## src/hw/rtl/ttyle_pkg.sv

```systemverilog
// shared types and constants for the tty line edit buffer
`default_nettype none

package ttyle_pkg;

  localparam int RING_DEPTH_DEF = 64;
  localparam int CHAR_W         = 8;
  localparam int CFG_IDX_W      = 4;

  localparam logic [CHAR_W-1:0] CH_INTR = 8'h03;
  localparam logic [CHAR_W-1:0] CH_EOF  = 8'h04;
  localparam logic [CHAR_W-1:0] CH_BS   = 8'h08;
  localparam logic [CHAR_W-1:0] CH_NL   = 8'h0A;
  localparam logic [CHAR_W-1:0] CH_CR   = 8'h0D;
  localparam logic [CHAR_W-1:0] CH_KILL = 8'h15;
  localparam logic [CHAR_W-1:0] CH_DEL  = 8'h7F;
  localparam logic [CHAR_W-1:0] CH_NUL  = 8'h00;

  localparam logic [CHAR_W-1:0] BS_CODE_RST = 8'h08;

  localparam logic [CFG_IDX_W-1:0] REG_BS_CODE = 4'd0;
  localparam logic [CFG_IDX_W-1:0] REG_HAS_FG  = 4'd1;

  localparam logic ACT_RECEIVE = 1'b0;
  localparam logic ACT_READ    = 1'b1;

  typedef enum logic [2:0] {
    KIND_ECHO  = 3'd0,
    KIND_INTR  = 3'd1,
    KIND_BYTE  = 3'd2,
    KIND_EOF   = 3'd3,
    KIND_EMPTY = 3'd4,
    KIND_NONE  = 3'd5
  } kind_t;

  typedef enum logic [1:0] {
    ST_IDLE,
    ST_RD_WAIT,
    ST_KILL_ADDR,
    ST_KILL_CHK
  } state_t;

endpackage

`default_nettype wire

```

## src/hw/rtl/ttyle_if.sv

```systemverilog
// channel interfaces: input items, result items and configuration writes
`default_nettype none

interface ttyle_in_if;
  import ttyle_pkg::*;
  logic              valid;
  logic              ready;
  logic              action;
  logic [CHAR_W-1:0] char_in;
  logic              read_started;
  modport source (output valid, action, char_in, read_started, input ready);
  modport sink (input valid, action, char_in, read_started, output ready);
endinterface

interface ttyle_out_if;
  import ttyle_pkg::*;
  logic              valid;
  logic              ready;
  kind_t             kind;
  logic [CHAR_W-1:0] data;
  logic              line_end;
  logic              wake_readers;
  logic              last;
  modport source (output valid, kind, data, line_end, wake_readers, last, input ready);
  modport sink (input valid, kind, data, line_end, wake_readers, last, output ready);
endinterface

interface ttyle_cfg_if;
  import ttyle_pkg::*;
  logic                 valid;
  logic                 ready;
  logic [CFG_IDX_W-1:0] index;
  logic [CHAR_W-1:0]    wdata;
  modport source (output valid, index, wdata, input ready);
  modport sink (input valid, index, wdata, output ready);
endinterface

`default_nettype wire

```

## src/hw/rtl/tty_line_edit_buffer_core.sv

```systemverilog
// Canonical-mode line editor over a byte ring with read, commit and edit
// positions. Receive, backspace and interrupt items load their single result
// into the output register in the next cycle; a read that finds committed
// bytes passes through a read-wait state because the ring sits in a RAM with
// a registered read port, and a read of an empty ring loads its result
// directly. A kill-line item walks back through the uncommitted text on that
// same read port, an address and a check state per erased byte, and emits
// one backspace echo per erased byte. The input is not ready while an item
// is in flight or while its result waits in the output register. The ring is
// not cleared after reset; the position order never reads an unwritten entry.
`default_nettype none

module tty_line_edit_buffer_core
  import ttyle_pkg::*;
#(
  parameter int RING_DEPTH = RING_DEPTH_DEF
) (
  input  wire logic      clk,
  input  wire logic      rst_n,
  ttyle_in_if.sink       in_ch,
  ttyle_out_if.source    out_ch,
  ttyle_cfg_if.sink      cfg_ch
);

  localparam int SPAN = 2 * RING_DEPTH;
  localparam int PW   = $clog2(SPAN);
  localparam int SW   = $clog2(RING_DEPTH);
  localparam int NW   = $clog2(RING_DEPTH + 1);

  function automatic logic [PW-1:0] pos_inc(input logic [PW-1:0] p);
    return (p == PW'(SPAN - 1)) ? '0 : p + 1'b1;
  endfunction

  function automatic logic [PW-1:0] pos_dec(input logic [PW-1:0] p);
    return (p == '0) ? PW'(SPAN - 1) : p - 1'b1;
  endfunction

  function automatic logic [SW-1:0] pos_slot(input logic [PW-1:0] p);
    logic [PW-1:0] q;
    q = (p >= PW'(RING_DEPTH)) ? p - PW'(RING_DEPTH) : p;
    return q[SW-1:0];
  endfunction

  function automatic logic [PW:0] pos_diff(input logic [PW-1:0] a, input logic [PW-1:0] b);
    return (a >= b) ? {1'b0, a} - {1'b0, b}
                    : {1'b0, a} + (PW+1)'(SPAN) - {1'b0, b};
  endfunction

  state_t state_r, state_nxt;

  logic [PW-1:0] read_r, read_nxt;
  logic [PW-1:0] commit_r, commit_nxt;
  logic [PW-1:0] edit_r, edit_nxt;
  logic [NW-1:0] kill_cnt_r, kill_cnt_nxt;
  logic          started_r, started_nxt;

  logic [CHAR_W-1:0] bs_code_r;
  logic              has_fg_r;

  logic              out_valid_r;
  kind_t             out_kind_r;
  logic [CHAR_W-1:0] out_data_r;
  logic              out_line_end_r;
  logic              out_wake_r;
  logic              out_last_r;

  logic              load_out;
  kind_t             kind_nxt;
  logic [CHAR_W-1:0] data_nxt;
  logic              line_end_nxt;
  logic              wake_nxt;
  logic              last_nxt;

  logic              ram_we;
  logic [SW-1:0]     ram_raddr;
  logic [CHAR_W-1:0] ram_rdata;

  logic              out_free;
  logic              in_ready;
  logic              in_fire;
  logic              is_read;
  logic [CHAR_W-1:0] rx_char;
  logic [PW-1:0]     edit_inc;
  logic              has_room;
  logic              fills_ring;
  logic              pending;
  logic              ring_empty;
  logic              kill_go;
  logic              kill_first;

  assign out_free   = !out_valid_r || out_ch.ready;
  assign in_ready   = (state_r == ST_IDLE) && out_free;
  assign in_fire    = in_ch.valid && in_ready;
  assign is_read    = (in_ch.action == ACT_READ);
  assign rx_char    = (in_ch.char_in == CH_CR) ? CH_NL : in_ch.char_in;
  assign edit_inc   = pos_inc(edit_r);
  assign has_room   = pos_diff(edit_r, read_r) < (PW+1)'(RING_DEPTH);
  assign fills_ring = pos_diff(edit_inc, read_r) == (PW+1)'(RING_DEPTH);
  assign pending    = (edit_r != commit_r);
  assign ring_empty = (read_r == commit_r);
  assign kill_go    = pending && (ram_rdata != CH_NL) && (kill_cnt_r < NW'(RING_DEPTH));
  assign kill_first = (kill_cnt_r == '0);
  assign ram_raddr  = (state_r == ST_IDLE) ? pos_slot(read_r) : pos_slot(pos_dec(edit_r));

  ttyle_ram #(
    .WIDTH (CHAR_W),
    .DEPTH (RING_DEPTH)
  ) u_ring (
    .clk   (clk),
    .we    (ram_we),
    .waddr (pos_slot(edit_r)),
    .wdata (rx_char),
    .raddr (ram_raddr),
    .rdata (ram_rdata)
  );

  always_comb begin
    state_nxt = state_r;
    case (state_r)
      ST_IDLE: begin
        if (in_fire) begin
          if (is_read) begin
            if (!ring_empty) begin
              state_nxt = ST_RD_WAIT;
            end
          end else if (in_ch.char_in == CH_KILL) begin
            state_nxt = ST_KILL_ADDR;
          end
        end
      end
      ST_RD_WAIT: begin
        if (out_free) begin
          state_nxt = ST_IDLE;
        end
      end
      ST_KILL_ADDR: begin
        state_nxt = ST_KILL_CHK;
      end
      ST_KILL_CHK: begin
        if (kill_go && (kill_first || out_free)) begin
          state_nxt = ST_KILL_ADDR;
        end else if (!kill_go && out_free) begin
          state_nxt = ST_IDLE;
        end
      end
      default: state_nxt = ST_IDLE;
    endcase
  end

  always_comb begin
    read_nxt     = read_r;
    commit_nxt   = commit_r;
    edit_nxt     = edit_r;
    kill_cnt_nxt = kill_cnt_r;
    started_nxt  = started_r;
    ram_we       = 1'b0;
    load_out     = 1'b0;
    kind_nxt     = KIND_NONE;
    data_nxt     = '0;
    line_end_nxt = 1'b0;
    wake_nxt     = 1'b0;
    last_nxt     = 1'b1;
    case (state_r)
      ST_IDLE: begin
        if (in_fire) begin
          started_nxt  = in_ch.read_started;
          kill_cnt_nxt = '0;
          if (is_read) begin
            if (ring_empty) begin
              load_out = 1'b1;
              kind_nxt = KIND_EMPTY;
            end
          end else if (in_ch.char_in == CH_INTR) begin
            load_out = 1'b1;
            kind_nxt = has_fg_r ? KIND_INTR : KIND_NONE;
          end else if (in_ch.char_in == CH_KILL) begin
            load_out = 1'b0;
          end else if ((in_ch.char_in == CH_BS) || (in_ch.char_in == CH_DEL)) begin
            load_out = 1'b1;
            if (pending) begin
              edit_nxt = pos_dec(edit_r);
              kind_nxt = KIND_ECHO;
              data_nxt = bs_code_r;
            end
          end else if ((in_ch.char_in != CH_NUL) && has_room) begin
            load_out = 1'b1;
            ram_we   = 1'b1;
            edit_nxt = edit_inc;
            kind_nxt = KIND_ECHO;
            data_nxt = rx_char;
            if ((rx_char == CH_NL) || (rx_char == CH_EOF) || fills_ring) begin
              commit_nxt = edit_inc;
              wake_nxt   = 1'b1;
            end
          end else begin
            load_out = 1'b1;
          end
        end
      end
      ST_RD_WAIT: begin
        if (out_free) begin
          load_out = 1'b1;
          if (ram_rdata == CH_EOF) begin
            kind_nxt = KIND_EOF;
            if (!started_r) begin
              read_nxt = pos_inc(read_r);
            end
          end else begin
            read_nxt     = pos_inc(read_r);
            kind_nxt     = KIND_BYTE;
            data_nxt     = ram_rdata;
            line_end_nxt = (ram_rdata == CH_NL);
          end
        end
      end
      ST_KILL_ADDR: begin
        load_out = 1'b0;
      end
      ST_KILL_CHK: begin
        if (kill_go) begin
          if (kill_first || out_free) begin
            edit_nxt     = pos_dec(edit_r);
            kill_cnt_nxt = kill_cnt_r + 1'b1;
            load_out     = !kill_first;
            kind_nxt     = KIND_ECHO;
            data_nxt     = bs_code_r;
            last_nxt     = 1'b0;
          end
        end else if (out_free) begin
          load_out = 1'b1;
          if (!kill_first) begin
            kind_nxt = KIND_ECHO;
            data_nxt = bs_code_r;
          end
        end
      end
      default: load_out = 1'b0;
    endcase
  end

  always_ff @(posedge clk) begin
    if (!rst_n) begin
      state_r     <= ST_IDLE;
      read_r      <= '0;
      commit_r    <= '0;
      edit_r      <= '0;
      kill_cnt_r  <= '0;
      started_r   <= 1'b0;
      bs_code_r   <= BS_CODE_RST;
      has_fg_r    <= 1'b0;
      out_valid_r <= 1'b0;
    end else begin
      state_r    <= state_nxt;
      read_r     <= read_nxt;
      commit_r   <= commit_nxt;
      edit_r     <= edit_nxt;
      kill_cnt_r <= kill_cnt_nxt;
      started_r  <= started_nxt;
      if (cfg_ch.valid) begin
        if (cfg_ch.index == REG_BS_CODE) begin
          bs_code_r <= cfg_ch.wdata;
        end else if (cfg_ch.index == REG_HAS_FG) begin
          has_fg_r <= cfg_ch.wdata[0];
        end
      end
      if (load_out) begin
        out_valid_r <= 1'b1;
      end else if (out_ch.ready) begin
        out_valid_r <= 1'b0;
      end
    end
  end

  always_ff @(posedge clk) begin
    if (load_out) begin
      out_kind_r     <= kind_nxt;
      out_data_r     <= data_nxt;
      out_line_end_r <= line_end_nxt;
      out_wake_r     <= wake_nxt;
      out_last_r     <= last_nxt;
    end
  end

  assign in_ch.ready         = in_ready;
  assign cfg_ch.ready        = 1'b1;
  assign out_ch.valid        = out_valid_r;
  assign out_ch.kind         = out_kind_r;
  assign out_ch.data         = out_data_r;
  assign out_ch.line_end     = out_line_end_r;
  assign out_ch.wake_readers = out_wake_r;
  assign out_ch.last         = out_last_r;

endmodule

`default_nettype wire

```

## src/hw/rtl/ttyle_ram.sv

```systemverilog
// generic single write port ram with registered read
`default_nettype none

module ttyle_ram #(
  parameter int WIDTH = 8,
  parameter int DEPTH = 64
) (
  input  wire logic                     clk,
  input  wire logic                     we,
  input  wire logic [$clog2(DEPTH)-1:0] waddr,
  input  wire logic [WIDTH-1:0]         wdata,
  input  wire logic [$clog2(DEPTH)-1:0] raddr,
  output logic      [WIDTH-1:0]         rdata
);

  logic [WIDTH-1:0] mem_r [DEPTH];

  always_ff @(posedge clk) begin
    if (we) begin
      mem_r[waddr] <= wdata;
    end
    rdata <= mem_r[raddr];
  end

endmodule

`default_nettype wire

```

## src/flat_wrapper.sv

```systemverilog
// flat-port wrapper written by rule: the top's interface ports become plain ports
module tty_line_edit_buffer_core_flat import ttyle_pkg::*;
#(
  parameter int RING_DEPTH = RING_DEPTH_DEF
)
  (clk, rst_n, in_ch_valid, in_ch_action, in_ch_char_in, in_ch_read_started, in_ch_ready, out_ch_valid, out_ch_kind, out_ch_data, out_ch_line_end, out_ch_wake_readers, out_ch_last, out_ch_ready, cfg_ch_valid, cfg_ch_index, cfg_ch_wdata, cfg_ch_ready);
  ttyle_in_if in_ch_i ();
  ttyle_out_if out_ch_i ();
  ttyle_cfg_if cfg_ch_i ();
  input  wire logic clk;
  input  wire logic rst_n;
  input wire logic [$bits(in_ch_i.valid)-1:0] in_ch_valid;
  input wire logic [$bits(in_ch_i.action)-1:0] in_ch_action;
  input wire logic [$bits(in_ch_i.char_in)-1:0] in_ch_char_in;
  input wire logic [$bits(in_ch_i.read_started)-1:0] in_ch_read_started;
  output wire logic [$bits(in_ch_i.ready)-1:0] in_ch_ready;
  output wire logic [$bits(out_ch_i.valid)-1:0] out_ch_valid;
  output wire logic [$bits(out_ch_i.kind)-1:0] out_ch_kind;
  output wire logic [$bits(out_ch_i.data)-1:0] out_ch_data;
  output wire logic [$bits(out_ch_i.line_end)-1:0] out_ch_line_end;
  output wire logic [$bits(out_ch_i.wake_readers)-1:0] out_ch_wake_readers;
  output wire logic [$bits(out_ch_i.last)-1:0] out_ch_last;
  input wire logic [$bits(out_ch_i.ready)-1:0] out_ch_ready;
  input wire logic [$bits(cfg_ch_i.valid)-1:0] cfg_ch_valid;
  input wire logic [$bits(cfg_ch_i.index)-1:0] cfg_ch_index;
  input wire logic [$bits(cfg_ch_i.wdata)-1:0] cfg_ch_wdata;
  output wire logic [$bits(cfg_ch_i.ready)-1:0] cfg_ch_ready;
  assign in_ch_i.valid = in_ch_valid;
  assign in_ch_i.action = in_ch_action;
  assign in_ch_i.char_in = in_ch_char_in;
  assign in_ch_i.read_started = in_ch_read_started;
  assign in_ch_ready = in_ch_i.ready;
  assign out_ch_valid = out_ch_i.valid;
  assign out_ch_kind = out_ch_i.kind;
  assign out_ch_data = out_ch_i.data;
  assign out_ch_line_end = out_ch_i.line_end;
  assign out_ch_wake_readers = out_ch_i.wake_readers;
  assign out_ch_last = out_ch_i.last;
  assign out_ch_i.ready = out_ch_ready;
  assign cfg_ch_i.valid = cfg_ch_valid;
  assign cfg_ch_i.index = cfg_ch_index;
  assign cfg_ch_i.wdata = cfg_ch_wdata;
  assign cfg_ch_ready = cfg_ch_i.ready;
  tty_line_edit_buffer_core #(.RING_DEPTH(RING_DEPTH)) u_core (.clk(clk), .rst_n(rst_n), .in_ch(in_ch_i), .out_ch(out_ch_i), .cfg_ch(cfg_ch_i));
endmodule
```

## config.mk

```make
export PLATFORM = sky130hd
export DESIGN_NAME = tty_line_edit_buffer_core_flat
export DESIGN_NICKNAME = d
export VERILOG_FILES = /design/src/hw/rtl/ttyle_pkg.sv /design/src/hw/rtl/ttyle_if.sv /design/src/hw/rtl/tty_line_edit_buffer_core.sv /design/src/hw/rtl/ttyle_ram.sv /design/src/flat_wrapper.sv
export SDC_FILE = /design/constraint.sdc
export NUM_CORES = 1
export LEC_CHECK = 0
export ABC_CLOCK_PERIOD_IN_PS = 5100
export BUFFER_PORTS_ARGS = -buffer_cell sky130_fd_sc_hd__buf_2
export CORE_MARGIN = 4
export CORE_UTILIZATION = 50
export CTS_CLUSTER_DIAMETER = 80
export CTS_CLUSTER_SIZE = 40
export DETAILED_ROUTE_END_ITERATION = 7
export GPL_TIMING_DRIVEN = 0
export PLACE_DENSITY = 0.66
export SYNTH_ARGS = -nofsm -noshare
export SYNTH_HDL_FRONTEND = slang
export SYNTH_SLANG_ARGS = --single-unit
export TNS_END_PERCENT = 30
```

## constraint.sdc

```tcl
create_clock -name clk -period 5.1 [get_ports clk]
set_clock_uncertainty 0.15 [all_clocks]
set_input_delay 0.51 -clock clk [delete_from_list [all_inputs] [get_ports clk]]
set_output_delay 0.51 -clock clk [all_outputs]
set_load 0.005 [all_outputs]
```

# Word level (Yosys, flattened, before mapping)

Memories as Yosys holds them, arrays and structs flattened. A register that Yosys moved wholly into a read port is not among the register bits.
Index checks and enable logic that the tools add are counted.

Register bits: 55
Bits in writable memories: 512
Output and inout port bits: 17
Memories: 1

Add/subtract/negate cells: 13
Magnitude comparators: 7
Equal/unequal tests: 32
Mux-type cells: 86
Bitwise operators: 10
Reduce and logical (&&, ||, !) cells: 33

Memory list:

| memory              | words | width | read ports | clocked after Yosys merged registers in | write ports | RTL line        | source |
|---|---|---|---|---|---|---|---|
| u_core.u_ring.mem_r | 64    | 8     | 1          | 1                                       | 1           | ttyle_ram.sv:16 | `logic [WIDTH-1:0] mem_r [DEPTH];` |

Operator list:

| operator            | number |
|---|---|
| $mux 8              | 16 |
| $mux 7              | 17 |
| $mux 3              | 13 |
| $eq 8x4->1 const B  | 4 |
| $pmux 7 s2          | 2 |
| $mux 6              | 4 |
| $pmux 8 s3          | 1 |
| $mux 1              | 23 |
| $add 7x1->7 const B | 3 |
| $ge 7x7->1 const B  | 3 |
| $sub 6x1->6 const B | 3 |
| $add 7x8->8 const B | 2 |
| $eq 8x3->1 const B  | 2 |
| $eq 8x7->1 const B  | 2 |
| $sub 7x7->8         | 2 |
| $sub 8x7->8         | 2 |
| $eq 7x7->1 const B  | 2 |
| $ge 7x7->1          | 2 |
| $logic_not 7->1     | 2 |
| $mux 2              | 7 |
| $not 1->1           | 10 |
| $ne 3x3->1 const B  | 3 |
| $pmux 3 s3          | 1 |
| $reduce_and 9->1    | 1 |
| 31 further kinds    | 54 |

# Longest topological paths before layout

Depth after elaboration: 14
Depth in mapped cells: 15

# Hierarchy

A second synthesis with hierarchy kept.

Cell total of the unflattened synthesis: 1468
Area, all modules: 24232.0 um^2

Modules (own cells, without submodules):

| module                    | times used | cells an instance | area each (um^2) |
|---|---|---|---|
| ttyle_ram                 | 1          | 972               | 20190.6 |
| tty_line_edit_buffer_core | 1          | 496               | 4041.4 |

# Worst setup path after synthesis

Ideal clock, no wire load.

Path type: reg2reg
Start point: register u_core.edit_r[0]
End point: register u_core.commit_r[0]
Library setup time: 0.071 ns
Arrival: 3.658 ns
Path slack: 1.221 ns
Cell stages (with the launch flop): 15
Path buffers: 1
Period minus slack after synthesis: 3.879 ns
Path through: dfxtp_1 > clkbuf_1 > nand3_1 > nor2_1 > xnor2_1 > nor2_1 > ha_1 > and4_1 > o311ai_1 > nand2_1 > nor2_1 > a2111oi_0 > a41oi_1 > or4_1 > a21oi_1

Longest elaborated chain between the ends: 8

RTL lines:

| item                                      | RTL line                         | source |
|---|---|---|
| from (decl)                               | tty_line_edit_buffer_core.sv:53  | `logic [PW-1:0] edit_r, edit_nxt;` |
| from (signal assigned)                    | tty_line_edit_buffer_core.sv:256 | `edit_r <= edit_nxt;` |
| $add 7x1->7 or $eq 7x7->1 (tied branches) | tty_line_edit_buffer_core.sv:31  | `return (p == PW'(SPAN - 1)) ? '0 : p + 1'b1;` |
| $mux 7 *                                  | tty_line_edit_buffer_core.sv:31  |  |
| net u_core.edit_inc[5]                    | tty_line_edit_buffer_core.sv:83  | `logic [PW-1:0] edit_inc;` |
| $add 7x8->8                               | tty_line_edit_buffer_core.sv:46  | `: {1'b0, a} + (PW+1)'(SPAN) - {1'b0, b};` |
| $sub 8x7->8                               | tty_line_edit_buffer_core.sv:46  |  |
| $mux 8 *                                  | tty_line_edit_buffer_core.sv:45  | `return (a >= b) ? {1'b0, a} - {1'b0, b}` |
| $eq 8x7->1 *                              | tty_line_edit_buffer_core.sv:98  | `assign fills_ring = pos_diff(edit_inc, read_r) == (PW+1)'(RING_DEPTH);` |
| $logic_or 1x1->1 *                        | tty_line_edit_buffer_core.sv:191 | `if ((rx_char == CH_NL) \|\| (rx_char == CH_EOF) \|\| fills_ring) begin` |
| $reduce_and 8->1 (no line) *              | -                                |  |
| to (signal assigned)                      | tty_line_edit_buffer_core.sv:255 | `commit_r <= commit_nxt;` |
| to (decl)                                 | tty_line_edit_buffer_core.sv:52  | `logic [PW-1:0] commit_r, commit_nxt;` |

The timed path passes the listed nets; every way through them passes the cells marked *.
A chain may end at the register's enable or synchronous reset.

# Worst setup path after layout

Start point: register u_core.read_r[3]
End point: memory u_core.u_ring.mem_r[41][5], enable pin

Longest elaborated chain between the ends: 13

RTL lines:

| item                                      | RTL line                         | source |
|---|---|---|
| from (decl)                               | tty_line_edit_buffer_core.sv:51  | `logic [PW-1:0] read_r, read_nxt;` |
| from (signal assigned)                    | tty_line_edit_buffer_core.sv:254 | `read_r <= read_nxt;` |
| $sub 8x7->8, or another cell as far along | tty_line_edit_buffer_core.sv:46  |  |
| $mux 8 *                                  | tty_line_edit_buffer_core.sv:45  |  |
| $lt 8x7->1 *                              | tty_line_edit_buffer_core.sv:97  | `assign has_room = pos_diff(edit_r, read_r) < (PW+1)'(RING_DEPTH);` |
| $logic_and 1x1->1 *                       | tty_line_edit_buffer_core.sv:185 | `end else if ((in_ch.char_in != CH_NUL) && has_room) begin` |
| $mux 1 *                                  | tty_line_edit_buffer_core.sv:185 |  |
| $mux 1 *                                  | tty_line_edit_buffer_core.sv:178 | `end else if ((in_ch.char_in == CH_BS) \|\| (in_ch.char_in == CH_DEL)) begin` |
| $mux 1 *                                  | tty_line_edit_buffer_core.sv:176 | `end else if (in_ch.char_in == CH_KILL) begin` |
| $mux 1 *                                  | tty_line_edit_buffer_core.sv:173 | `end else if (in_ch.char_in == CH_INTR) begin` |
| $mux 1 *                                  | tty_line_edit_buffer_core.sv:168 | `if (is_read) begin` |
| $mux 1 *                                  | tty_line_edit_buffer_core.sv:165 | `if (in_fire) begin` |
| $mux 1 *                                  | tty_line_edit_buffer_core.sv:163 | `case (state_r)` |
| $mux 1 *                                  | ttyle_ram.sv:19                  | `if (we) begin` |
| $mux 1 (implied by the code) *            | ttyle_ram.sv:20                  | `mem_r[waddr] <= wdata;` |
| to (decl)                                 | ttyle_ram.sv:16                  |  |

Every way passes the cells marked *; elsewhere a longest branch is shown, timed or not.

==> impl_metrics.json <==
{
  "ant_nets": 0,
  "ys_ff_latch": 575,
  "maxCapViolCount": 0,
  "final_hold_viol_count": 0,
  "dieArea_um2": 52100,
  "post-route-period-util_pct": 95.7,
  "drtIter0Drc": 1681,
  "design_area_um2": 26600,
  "diodes": 0,
  "synth_nets": 1489,
  "rr_worst_depth": 11,
  "r2r-start": "u_core.read_r[3]",
  "place_area_um2": 25400,
  "dr.pass1.iters": 5,
  "setup_viol": 0,
  "cts_buffers": 28,
  "startpoint_type": "flip-flop",
  "reg2reg_slack_ns": 0.22,
  "timing.hold.ws_ns": 0.0283,
  "grt-ovfl-total": 0,
  "drive_above_1_share_pct": 19.2,
  "grt_max_degree": 66,
  "worst_pin_slew_ns": 1.40,
  "antenna_found_initial": 0,
  "power_leakage_nw": 8.65,
  "cp_max_fo": 9,
  "area_delta_synth_final_pct": 9.80,
  "track_usage_pct": 21.0,
  "setup_ws_ns": 0.222,
  "start_util_pct": 50.7,
  "root_buffer": "clkbuf_16",
  "wl_mm": 55.6,
  "grt_pass1_wl_mm": 83.5,
  "htreeDepth": 1,
  "core_area_um2": 47800,
  "critical_path_class": "reg -> reg",
  "critPathLaunch": "u_core.read_r[3]",
  "die_h_um": 228,
  "drv_slew": 0,
  "syn_area_um2": 24200,
  "path_clk_slew_ns": 0.12,
  "rows": 80,
  "synth_top_flop_cell": "edfxtp_1",
  "post-route-min-period_ns": 4.88,
  "vdd_drop_max_mv": 0.283,
  "seq_area_frac_synth_pct": 69.2,
  "wl_per_cell_um": 25.8,
  "synth_cells": 1434,
  "port_buffers": 40,
  "nets": 1573,
  "fin_tns_setup_ns": 0,
  "ctsLongestPathBuffers": 3,
  "io_pins": 44,
  "rsz0062_at_grt": "true",
  "clk_latency_ns": 0.62,
  "synth_edf_count": 526,
  "clock-sinks": 575,
  "synthDistinctLibCells": 72,
  "drc": 0,
  "place_ws_ns": -0.324,
  "grt_pass1_vias": 13104,
  "p_total_mw": 15.1,
  "postCtsSetupRepairBufs": 0,
  "critPathCaptureType": "flip-flop",
  "synth_warnings": 0,
  "via_per_inst": 6.20,
  "hp-class": "in -> reg",
  "r2r_end": "u_core.u_ring.mem_r[41][5]",
  "synthArstFlopShare_pct": 0,
  "gp_congestion": 0.874,
  "vias": 13362,
  "run_status": "finished clean",
  "power.density_nw_per_um2": 568,
  "clock.fmax_ghz": 0.205,
  "max_slew_margin_pct": 6.60,
  "cp_data_arrival_time_ns": 4.98,
  "place_hpwl_mm": 37.6,
  "setup.worst_path.end": "u_core.u_ring.mem_r[41][5]",
  "required_ns": 5.21,
  "cts_tree": "built",
  "die_w_um": 228,
  "synth.avg_cell_area_um2": 16.9
}
worst min path at each step:
| stage | slack (ns) | cells past startpoint | endpoint | startpoint |
|---|---|---|---|---|
| 2_1_floorplan | 0.29 | 2 | u_core.bs_code_r[3] | u_core.bs_code_r[3] |
| 3_3_place_gp | 0.31 | 2 | u_core.bs_code_r[3] | u_core.bs_code_r[3] |
| 3_5_place_dp | 0.34 | 2 | u_core.bs_code_r[3] | u_core.bs_code_r[3] |
| 4_1_cts | 0.009 | 3 | u_core.bs_code_r[0] | cfg_ch_wdata[0] |
| 5_1_grt | 0.01 | 3 | u_core.bs_code_r[4] | cfg_ch_wdata[4] |
| 6_report | 0.03 | 3 | u_core.has_fg_r | cfg_ch_wdata[0] |
cells in the final DEF, fill, tap and decap left out, types with 32 or more instances in the layout:
cell / count
a211oi_1: 36
a21oi_1: 32
mux2i_1: 37
mux4_2: 128
nand2_1: 72
clkbuf_1: 36
nor2_1: 119
edfxtp_1: 526
dfxtp_1: 49
buf_2: 50
registers in the layout, summed over array words and instances, names as in the netlist:
name,flops
u_core.out_ch.valid,1
u_core.out_ch.last,1
u_core.bs_code_r,8
u_core.started_r,1
u_core.edit_r,7
u_core.has_fg_r,1
u_core.out_ch.wake_readers,1
u_core.commit_r,7
u_core.out_ch.line_end,1
u_core.kill_cnt_r,7
u_core.u_ring.mem_r,512
u_core.out_ch.data,8
u_core.state_r,2
u_core.u_ring.rdata,8
u_core.read_r,7
u_core.out_ch.kind,3
what timing repair did:
item / 4_1_cts / 5_1_grt
endpoints found under the setup margin: 16 / 72
hold endpoints to repair: 7 / 0
hold buffers: 7 / 0
gates resized for setup: 6 / 4
Yosys cell counts, drive strengths merged (3+ instances only):
master / instances / share of area, %
a222oi: 6 / 0.25
nand4b: 3 / 0.11
edfxtp: 526 / 65
dfxtp: 49 / 4.0
nand2b: 5 / 0.13
nor3b: 3 / 0.093
nand2: 72 / 1.1
and4: 5 / 0.18
a31oi: 19 / 0.49
inv: 27 / 0.42
o21ai: 26 / 0.54
xor2: 18 / 0.65
buf: 37 / 0.99
o21a: 4 / 0.12
nor4: 5 / 0.22
mux2i: 37 / 1.5
nor2: 121 / 1.9
and3: 6 / 0.18
mux4: 128 / 12
xnor2: 17 / 0.61
nand3: 25 / 0.52
or4: 4 / 0.12
or3: 5 / 0.13
nor3: 14 / 0.29
nand4: 5 / 0.13
or2: 4 / 0.10
a211oi: 41 / 1.4
nand3b: 6 / 0.19
o41ai: 3 / 0.11
clkbuf: 45 / 0.70
a21oi: 32 / 0.66
nor2b: 23 / 0.59
a211o: 3 / 0.11
a221o: 9 / 0.37
ha: 26 / 1.3
a21o: 4 / 0.12
and2: 21 / 0.54
o32ai: 9 / 0.33
mux2: 12 / 0.56
kinds of logic (layout without fill, tap and decap cells):
group                      count (synthesis)  count (layout)  share of synthesized area (%)
buffers and inverters                    109             215                           2.11
adders and majority gates                 28              28                           1.51
AOI/OAI and AO/OA                        178             178                           5.25
DFF                                      575             575                           69.2
muxes                                    177             177                           14.0
xor gates and xnor gates                  35              35                           1.26
and+or+nand+nor                          331             331                           6.66
other                                      1               1                         0.0155
layer usage:
layer	global-route usage, %	part of all wire, %	wire length, µm	vias up
li1	-	-	-	5842
met1	31.1	43	23700	6932
met2	34.2	48	26900	524
met3	2.74	6.9	3850	64
met4	4.15	2.1	1160	0
met5	0	0	0	-
stage by stage:
stage	std cells	utilization (%)
after CTS	2155	55.6
final	2155	55.6
after global routing	2155	55.6
after detailed placement	2096	53.0
after global placement	2089	52.7
after floorplan	1434	-
final cells by class:
type	instances	area [µm²]
fill	3669	21200
buffer	82	422
clock inverter	23	424
tap	615	769
sequential	575	16800
timing repair buffer	54	410
inverter	27	101
multi-input combinational	750	6980
clock buffer	29	726
power breakdown:
| part | switching (mW) | internal (mW) | total, mW | leakage (nW) |
|---|---|---|---|---|
| clock | 1.73 | 1.25 | 2.98 | 0.537 |
| combinational | 3.80 | 2.92 | 6.72 | 2.98 |
| sequential | 0.0857 | 5.32 | 5.41 | 5.14 |
| total | 5.62 | 9.49 | 15.1 | 8.65 |
worst max-delay path, cell delays in order (launching register included):
cell and delay, ns:
dfxtp_1 0.32, clkbuf_1 0.34, inv_1 0.18, ha_1 0.31
o21ai_0 0.07, a21oi_1 0.07, o41ai_1 0.59, mux2i_1 0.36
and2_1 0.16, clkbuf_1 0.48, nand4b_1 0.64, nor2_1 0.83
(Power assumes the default switching activity.)
